==> src/bfba_pkg.sv <==
// Shared types and codes for the best-fit block allocator.
`timescale 1ns / 1ps
`default_nettype none
package bfba_pkg;

	localparam int unsigned SIZE_W  = 16;
	localparam int unsigned INDEX_W = 4;
	localparam int unsigned FREE_W  = 20;

	typedef enum logic {
		OP_LOAD  = 1'b0,
		OP_ALLOC = 1'b1
	} op_t;

	typedef enum logic [1:0] {
		ST_ALLOC  = 2'd0,
		ST_NOFIT  = 2'd1,
		ST_LOADED = 2'd2,
		ST_FULL   = 2'd3
	} status_t;

	typedef enum logic [1:0] {
		FSM_IDLE,
		FSM_SCAN,
		FSM_DRAIN,
		FSM_FINISH
	} fsm_t;

	typedef struct packed {
		op_t               op;
		logic [SIZE_W-1:0] size;
		logic              last_request;
	} req_t;

	typedef struct packed {
		status_t            status;
		logic [INDEX_W-1:0] block_index;
		logic [SIZE_W-1:0]  fragment;
		logic [FREE_W-1:0]  free_total;
		logic               run_end;
	} rsp_t;

endpackage
`default_nettype wire

==> src/best_fit_block_allocator_top.sv <==
// Best-fit block allocator: block table, scan sequencer and shared comparator.
//
// channel | dir | handshake        | payload
// req     | in  | req_valid/stall  | req_t: op, size, last_request
// rsp     | out | rsp_valid/stall  | rsp_t: status, block_index, fragment, free_total, run_end
//
// A load goes from the idle step straight to the finish step; an allocation walks
// every table entry with one comparator through the single read port of the size
// memory, one entry a cycle, then passes a drain and a finish step. The result is
// registered into the output register in the finish step.
// Reset clears the free bits, the load count and the free total at once; no sweep.
// A result waits in the output register while the next beat is accepted; a
// finished step holds in its last state until the output register frees up.
`timescale 1ns / 1ps
`default_nettype none
module best_fit_block_allocator_top
	import bfba_pkg::*;
#(
	parameter int unsigned MAX_BLOCKS = 16,
	parameter int unsigned SIZE_BITS  = 16
) (
	input  wire       clk,
	input  wire       arst_n,
	input  wire       req_valid,
	output logic      req_stall,
	input  wire req_t req,
	output logic      rsp_valid,
	input  wire       rsp_stall,
	output rsp_t      rsp
);

	localparam int unsigned IW = (MAX_BLOCKS > 1) ? $clog2(MAX_BLOCKS) : 1;
	localparam int unsigned CW = $clog2(MAX_BLOCKS + 1);

	fsm_t state_q, state_d;

	logic [SIZE_BITS-1:0] mem [MAX_BLOCKS];
	logic [MAX_BLOCKS-1:0] free_q;
	logic [CW-1:0]         cnt_q;
	logic [FREE_W-1:0]     free_sum_q;

	op_t                  op_q;
	logic [SIZE_BITS-1:0] req_size_q;
	logic                 last_q;

	logic [IW-1:0]        ptr_q;
	logic [SIZE_BITS-1:0] rd_s1;
	logic [IW-1:0]        ptr_s1;
	logic                 vld_s1;

	logic                 found_q;
	logic [IW-1:0]        best_q;
	logic [SIZE_BITS-1:0] best_frag_q;
	logic [SIZE_BITS-1:0] best_size_q;

	logic                 rsp_valid_q;
	rsp_t                 rsp_q;

	logic                 req_fire;
	logic                 scan_en;
	logic                 out_free;
	logic                 fin_fire;
	logic                 full;
	logic                 load_we;
	logic [31:0]          size_ext;
	logic [SIZE_BITS-1:0] size_in;
	logic [SIZE_BITS:0]   diff;
	logic                 better;
	logic [31:0]          req_ext;
	logic [31:0]          best_size_ext;
	logic [31:0]          frag_ext;
	logic [31:0]          best_ext;
	logic [31:0]          cnt_ext;
	rsp_t                 res;

	assign size_ext = {16'b0, req.size};
	assign size_in  = size_ext[SIZE_BITS-1:0];
	assign out_free = !rsp_valid_q || !rsp_stall;
	assign full     = (cnt_q == CW'(MAX_BLOCKS));

	// next state
	always_comb begin
		state_d = state_q;
		unique case (state_q)
			FSM_IDLE: begin
				if (req_valid) begin
					state_d = (req.op == OP_ALLOC) ? FSM_SCAN : FSM_FINISH;
				end
			end
			FSM_SCAN: begin
				if (ptr_q == IW'(MAX_BLOCKS - 1)) begin
					state_d = FSM_DRAIN;
				end
			end
			FSM_DRAIN:  state_d = FSM_FINISH;
			FSM_FINISH: begin
				if (out_free) begin
					state_d = FSM_IDLE;
				end
			end
			default: state_d = FSM_IDLE;
		endcase
	end

	// control outputs
	always_comb begin
		req_stall = 1'b1;
		scan_en   = 1'b0;
		fin_fire  = 1'b0;
		unique case (state_q)
			FSM_IDLE:   req_stall = 1'b0;
			FSM_SCAN:   scan_en   = 1'b1;
			FSM_DRAIN:  ;
			FSM_FINISH: fin_fire  = out_free;
			default:    ;
		endcase
	end

	assign req_fire = req_valid && !req_stall;
	assign load_we  = fin_fire && (op_q == OP_LOAD) && !full;

	// shared comparator: fits and leaves a smaller fragment
	assign diff   = {1'b0, rd_s1} - {1'b0, req_size_q};
	assign better = vld_s1 && !diff[SIZE_BITS]
	                && (!found_q || (diff[SIZE_BITS-1:0] < best_frag_q));

	// result of the step
	always_comb begin
		req_ext       = 32'(req_size_q);
		best_size_ext = 32'(best_size_q);
		frag_ext      = 32'(best_frag_q);
		best_ext      = 32'(best_q);
		cnt_ext       = 32'(cnt_q);
		res.run_end     = last_q;
		res.block_index = '0;
		res.fragment    = '0;
		res.free_total  = free_sum_q;
		if (op_q == OP_LOAD) begin
			if (full) begin
				res.status = ST_FULL;
			end else begin
				res.status      = ST_LOADED;
				res.block_index = cnt_ext[INDEX_W-1:0];
				res.free_total  = free_sum_q + req_ext[FREE_W-1:0];
			end
		end else if (found_q) begin
			res.status      = ST_ALLOC;
			res.block_index = best_ext[INDEX_W-1:0];
			res.fragment    = frag_ext[SIZE_W-1:0];
			res.free_total  = free_sum_q - best_size_ext[FREE_W-1:0];
		end else begin
			res.status = ST_NOFIT;
		end
	end

	// size table: one write port, one registered read port
	always_ff @(posedge clk) begin
		if (load_we) begin
			mem[cnt_q[IW-1:0]] <= req_size_q;
		end
		rd_s1 <= mem[ptr_q];
	end

	always_ff @(posedge clk or negedge arst_n) begin
		if (!arst_n) begin
			state_q     <= FSM_IDLE;
			free_q      <= '0;
			cnt_q       <= '0;
			free_sum_q  <= '0;
			ptr_q       <= '0;
			vld_s1      <= 1'b0;
			found_q     <= 1'b0;
			rsp_valid_q <= 1'b0;
		end else begin
			state_q <= state_d;
			vld_s1  <= scan_en && free_q[ptr_q];
			if (req_fire) begin
				ptr_q   <= '0;
				found_q <= 1'b0;
			end else if (scan_en) begin
				ptr_q <= ptr_q + 1'b1;
			end
			if (better) begin
				found_q <= 1'b1;
			end
			if (fin_fire) begin
				rsp_valid_q <= 1'b1;
				free_sum_q  <= res.free_total;
				if (load_we) begin
					free_q[cnt_q[IW-1:0]] <= 1'b1;
					cnt_q                 <= cnt_q + 1'b1;
				end
				if ((op_q == OP_ALLOC) && found_q) begin
					free_q[best_q] <= 1'b0;
				end
			end else if (!rsp_stall) begin
				rsp_valid_q <= 1'b0;
			end
		end
	end

	// payload registers
	always_ff @(posedge clk) begin
		ptr_s1 <= ptr_q;
		if (req_fire) begin
			op_q       <= req.op;
			req_size_q <= size_in;
			last_q     <= req.last_request;
		end
		if (better) begin
			best_q      <= ptr_s1;
			best_frag_q <= diff[SIZE_BITS-1:0];
			best_size_q <= rd_s1;
		end
		if (fin_fire) begin
			rsp_q <= res;
		end
	end

	assign rsp_valid = rsp_valid_q;
	assign rsp       = rsp_q;

	a_count_bound: assert property (@(posedge clk) disable iff (!arst_n)
		cnt_q <= CW'(MAX_BLOCKS))
		else $error("load count beyond table depth");

	a_best_is_free: assert property (@(posedge clk) disable iff (!arst_n)
		found_q && ((state_q == FSM_SCAN) || (state_q == FSM_DRAIN)) |-> free_q[best_q])
		else $error("best candidate is not a free block");

	a_commit_clears: assert property (@(posedge clk) disable iff (!arst_n)
		fin_fire && (op_q == OP_ALLOC) && found_q |=> !free_q[$past(best_q)])
		else $error("allocated block still marked free");

	a_rsp_from_finish: assert property (@(posedge clk) disable iff (!arst_n)
		$rose(rsp_valid_q) |-> $past(state_q == FSM_FINISH))
		else $error("result raised outside the finish step");

	a_no_scan_overlap: assert property (@(posedge clk) disable iff (!arst_n)
		vld_s1 |-> (state_q == FSM_SCAN) || (state_q == FSM_DRAIN))
		else $error("compare beat outside a scan");

endmodule
`default_nettype wire

==> config.mk <==
export PLATFORM = sky130hd
export DESIGN_NAME = best_fit_block_allocator_top
export DESIGN_NICKNAME = d
export VERILOG_FILES = /design/src/bfba_pkg.sv /design/src/best_fit_block_allocator_top.sv
export SDC_FILE = /design/constraint.sdc
export NUM_CORES = 1
export LEC_CHECK = 0
export BUFFER_PORTS_ARGS = -buffer_cell sky130_fd_sc_hd__buf_2
export CORE_MARGIN = 8
export CORE_UTILIZATION = 45
export CTS_BUF_LIST = sky130_fd_sc_hd__clkbuf_4 sky130_fd_sc_hd__clkbuf_8
export CTS_CLUSTER_SIZE = 10
export DETAILED_ROUTE_END_ITERATION = 16
export PLACE_DENSITY_LB_ADDON = 0.08
export SETUP_SLACK_MARGIN = 0.02
export SYNTH_ARGS = -nofsm -noshare
export SYNTH_HDL_FRONTEND = slang
export SYNTH_SLANG_ARGS = --single-unit
export TNS_END_PERCENT = 10
==> constraint.sdc <==
create_clock -name clk -period 6.5 [get_ports clk]
set_input_delay 0 -clock clk [delete_from_list [all_inputs] [get_ports clk]]
set_output_delay 0 -clock clk [all_outputs]
set_load 0.01 [all_outputs]
## Yosys cells after proc, flatten, opt, wreduce, memory -nomap -nowiden

Memory sizes are Yosys's and may differ from the RTL's. A register that Yosys moved wholly into a read port is not among the register bits.
Cells that the tools add are included.

- ROM bits: 0
- Bits in registers: 151
- Latch bits: 0
- Logic and storage cells: 99
- Memories: 1
- RAM bits: 256
- Bits of input ports: 22

- Divide/modulo/power cells: 0
- Shift-type cells: 0
- Magnitude comparators: 6
- Mux-type cells: 32
- Reductions and logical operators: 22
- Equal/unequal tests: 9
- Multipliers: 0
- Bitwise logic cells: 4
- Add/sub/neg operators: 5

Memory list:

| memory | depth | bits a word | read ports | clocked after Yosys merged registers in | write ports | line | text |
|---|---|---|---|---|---|---|---|
| mem | 16 | 16 | 1 | 1 | 1 | best_fit_block_allocator_top.sv:37 | `logic [SIZE_BITS-1:0] mem [MAX_BLOCKS];` |

Operators by type and width:

| kind | count |
|---|---|
| $mux 16 | 3 |
| $mux 20 | 2 |
| $mux 40 | 1 |
| $add 20x16->20 | 1 |
| $sub 20x16->20 | 1 |
| $sub 16x16->17 | 1 |
| $and 16x16->16 | 1 |
| $lt 16x16->1 | 1 |
| $not 16->16 | 1 |
| $or 16x16->16 | 1 |
| $lt 4x5->1 const B | 3 |
| $mux 1 | 14 |
| $mux 4 | 3 |
| $logic_and 1x1->1 | 9 |
| $demux 1 s4 | 2 |
| $ge 4x1->1 const B | 2 |
| $mux 2 | 4 |
| $pmux 2 s4 | 1 |
| $mux 6 | 1 |
| $ne 2x2->1 const B | 3 |
| $add 5x1->5 const B | 1 |
| $eq 5x5->1 const B | 1 |
| $logic_not 1->1 | 5 |
| $add 4x1->4 const B | 1 |
| 11 further kinds | 15 |

## Logic depth before layout (Yosys ltp)

- Word-level depth: 9
- Mapped depth: 19
- Depth with buffers taken out: 19

## Least setup slack after synthesis

Ideal clock, no wire load.

- Path type: flip-flop to flip-flop
- From: register req_size_q[0]
- To: register best_frag_q[0] (enable)
- Clock period less this slack: 5427 ps
- Data required time: 6073 ps
- Buffers on the path: 0
- Path slack: 1073 ps
- Cell stages (with the launch flop): 17
- Data arrival time: 4999 ps
- Library setup time: 427 ps
- Cells stage by stage: edfxtp_1 > ha_1 > fa_1 > and2b_1 > o21ai_1 > a21o_1 > a211o_1 > or3_1 > o211a_1 > xnor2_1 > ha_1 > a21o_1 > a21oi_1 > o21ai_0 > nand2_1 > o211ai_1 > a211oi_2

- Cells in the longest elaborated chain, start to end: 4
- Elaborated cells on any way between the ends: 6

RTL lines:

| what | line | text |
|---|---|---|
| from (decl) | best_fit_block_allocator_top.sv:43 | `logic [SIZE_BITS-1:0] req_size_q;` |
| from (signal assigned) | best_fit_block_allocator_top.sv:207 | `req_size_q <= size_in;` |
| $sub 16x16->17 | best_fit_block_allocator_top.sv:123 | `assign diff = {1'b0, rd_s1} - {1'b0, req_size_q};` |
| net diff[14] | best_fit_block_allocator_top.sv:67 | `logic [SIZE_BITS:0] diff;` |
| $lt 16x16->1 | best_fit_block_allocator_top.sv:125 | `&& (!found_q \|\| (diff[SIZE_BITS-1:0] < best_frag_q));` |
| $logic_or 1x1->1 | best_fit_block_allocator_top.sv:125 |  |
| $logic_and 1x1->1 | best_fit_block_allocator_top.sv:125 |  |
| net better | best_fit_block_allocator_top.sv:68 | `logic better;` |
| to (signal assigned) | best_fit_block_allocator_top.sv:212 | `best_frag_q <= diff[SIZE_BITS-1:0];` |
| to (decl) | best_fit_block_allocator_top.sv:53 | `logic [SIZE_BITS-1:0] best_frag_q;` |

The timed path passes the listed nets, and every way through them passes these cells.
A chain may end at the register's enable or synchronous reset.

## Final worst setup path

- From: register req_size_q[1]
- To: register best_q[2] (enable)

- Cells in the longest elaborated chain, start to end: 4
- Elaborated cells on any way between the ends: 6

RTL lines:

| what | line | text |
|---|---|---|
| $sub 16x16->17 | best_fit_block_allocator_top.sv:123 |  |
| net diff[13] | best_fit_block_allocator_top.sv:67 |  |
| $lt 16x16->1 | best_fit_block_allocator_top.sv:125 |  |
| $logic_or 1x1->1 | best_fit_block_allocator_top.sv:125 |  |
| $logic_and 1x1->1 | best_fit_block_allocator_top.sv:125 |  |
| net better | best_fit_block_allocator_top.sv:68 |  |
| to (signal assigned) | best_fit_block_allocator_top.sv:211 | `best_q <= ptr_s1;` |
| to (decl) | best_fit_block_allocator_top.sv:52 | `logic [IW-1:0] best_q;` |

The timed path passes the listed nets, and every way through them passes these cells.

==> metrics.txt <==
TritonCTS Sinks=423; Initial DRT Pass Iterations=7; FMAX=0.198 GHz; Seq/Total Area, Yosys=67.2%; global route overflow=0; GRT Total Usage=19.4%; antenna violations before repair=0; Synth Area in Adders=5.34%; actual slew at the worst max-slew pin=0.984 ns; power density over the cells=454 mW/mm2; initial core utilization=45.8%; synth top area cells=edfxtp_1, mux4_2, dfrtp_1; Post-synth EDFFs=353; Worst Reg-to-Reg Cells=19; Post-Syn Nets=1,258; share of layout cells above drive strength 1=23.7%; vias per inst=5.53; flop2flop setup slack=1.44 ns; Design Power=9.59 mW; # DRC=0; H-tree levels=3; gpl congestion=0.888; IO Pins=67; Post-Synthesis Cells=1,160; CTS Buf Count=72; crit path capture type=register; status=completed; Wirelength per Cell=24.0 um; largest family of logic cells by synthesized area=multiplexers; Critical R2R Launch=req_size_q[1]; Final nets=1,403; Routed WL=45,400 um; mux contribution to synthesized area=10.7%; Final Slew Violations=0; Post-Synth XOR/XNOR Area=2.40%; peak supply drop=0.000168 V; Root Driver=clkbuf_8; # rows=73; Synth Area in Simple Gates=5.61%; dpl hpwl=28,500 um; share of the synthesized area in the top cell type=58.1%; post-cts resize count=0; Syn-to-layout area delta=15.8%; Hold Fails Final Rpt=0; post-synthesis compound-gate area fraction=6.48%; ys flop type=edfxtp_1; Longest Clk Path Bufs=3; die width=217 um; largest net degree at the start of global routing=61; first-pass GRT wire length=67,900 um; fin crit share=77.8%; static leakage=7.81 nW; core area=0.0398 mm2; Die H=217 um; Mean Syn Cell Area=15.7 um2; Synth cell types=61; crit path DAT=5.31 ns; Req. time, crit path=6.76 ns; Critical Path Start Type=register; RSZ-0062 raised after global routing=no; Synth Warn #=0; worst setup path class=reg -> reg; vias post-DR=10,400; final setup fails=0; Final ANT Viol Nets=0; most common cell in the netlist=edfxtp_1; maximum fanout along the worst path=37; worst reg2reg path endpoint=best_q[2]; Post-synth top cells=edfxtp_1, nand2_1, mux4_2; Async S/R FF share, synth=11.8%; Clk Latency, worst-skew pair=0.63 ns; Port Buf Inserts=66; headroom to the max-slew limit=34.4%; CTS tree=built; area leader, netlist=edfxtp_1; Tmin final=5.06 ns; Post-CTS Setup Inserts=0; Hold Buf Count CTS=21; drt initial violations=838; vias in the first global route=10,700; ant diodes=0; Clock Skew=0.0253 ns; Setup TNS=0 ns; Seq cells post-synth=423; Hold WC Path Type=in -> async; die area=0.0472 mm2; max-cap violations=0; Mapped Area=0.0182 mm2; Clk pin slew, worst setup/hold paths=0.06 ns
critical path: stages, from the launching register on:
cell and delay (ns):
edfxtp_1 0.73, inv_1 0.17, ha_1 0.32, nor2b_1 0.14
o31a_1 0.28, o2111ai_1 0.27, a21boi_1 0.18, o32ai_1 0.43
o21ai_0 0.14, a21oi_1 0.19, xnor2_1 0.17, ha_1 0.29
a21o_1 0.18, a21o_1 0.16, a21oi_1 0.13, o21ai_0 0.09
nand2_1 0.07, o211ai_1 0.13, a211oi_4 0.16, buf_4 0.44
sequential cells by signal, summed over array words and instances, names as in the netlist, 2 cells and up:
| register | flops |
|---|---|
| best_size_q | 16 |
| ptr_s1 | 4 |
| rsp | 43 |
| best_q | 4 |
| mem | 256 |
| req_size_q | 16 |
| free_sum_q | 20 |
| cnt_q | 5 |
| state_q | 2 |
| ptr_q | 4 |
| best_frag_q | 16 |
| rd_s1 | 16 |
| free_q | 16 |
worst max-delay path by stage:
stage / slack [ns] / to / start / depth (start not counted)
after floorplan: 1.07 / best_frag_q[0] / req_size_q[0] / 16
after global placement: 1.45 / best_q[1] / req_size_q[1] / 19
after detailed placement: 1.43 / best_q[2] / req_size_q[1] / 19
after CTS: 1.41 / best_frag_q[4] / req_size_q[1] / 19
after global routing: 1.08 / best_frag_q[4] / req_size_q[1] / 19
final: 1.44 / best_q[2] / req_size_q[1] / 19
final cells by class:
cell class                      instances  area (um2)
Timing Repair Buffer                  109         706
Tap cell                              525         657
Clock buffer                          111        1350
Clock inverter                         22         199
Inverter                               72         270
Fill cell                            3310       18700
Multi-Input combinational cell        627        5670
Sequential cell                       423       12300
per-layer routing:
layer	vias up	share of wire (%)	global-route usage [%]	wire [um]
li1	4743	-	-	-
met1	5289	46	27.6	20800
met2	340	46	29.9	20700
met3	76	5.5	2.91	2500
met4	0	3.0	7.78	1380
met5	-	0	0	0
cell usage in the layout, fill, tap and decap left out, drive strengths merged, types with 8 or more instances in the layout:
master / count
dfxtp: 20
o21ai: 41
clkinv: 15
dfrtp: 50
nand2b: 13
xnor2: 30
xor2: 20
nand4: 8
nand2: 86
buf: 88
nor2: 76
nor3: 11
a31oi: 10
inv: 74
dlygate4sd3: 21
a21o: 13
a21oi: 44
ha: 73
edfxtp: 353
clkbuf: 111
nand3: 16
o21a: 9
mux4: 85
cell families after synthesis:
logic type,Yosys count
flops,423
simple gates,233
compound gates,180
buf+inv,110
mux,88
fa+ha+maj,76
xor+xnor,50
stage by stage:
stage / hold slack, ns / cells / utilization (%) / setup slack, ns / area, um2
after floorplan: -0.296 / 1160 / - / 1.07 / 18200
after global placement: 0.176 / 1735 / 48.6 / 1.45 / 19400
after detailed placement: 0.178 / 1735 / 48.6 / 1.43 / 19400
after CTS: 0.0219 / 1889 / 53.0 / 1.41 / 21100
after global routing: 0.0390 / 1889 / 53.0 / 1.08 / 21100
final: 0.0353 / 1889 / 53.0 / 1.44 / 21100
where the power goes:
group          leakage (nW)  internal [mW]  total, mW  switching [mW]
sequential             4.00           3.51       3.89           0.378
clock                 0.826           1.46       2.54            1.09
combinational          2.98           1.39       3.16            1.77
total                  7.81           6.36       9.59            3.23
Note: power is estimated with default switching activity, not from simulation.
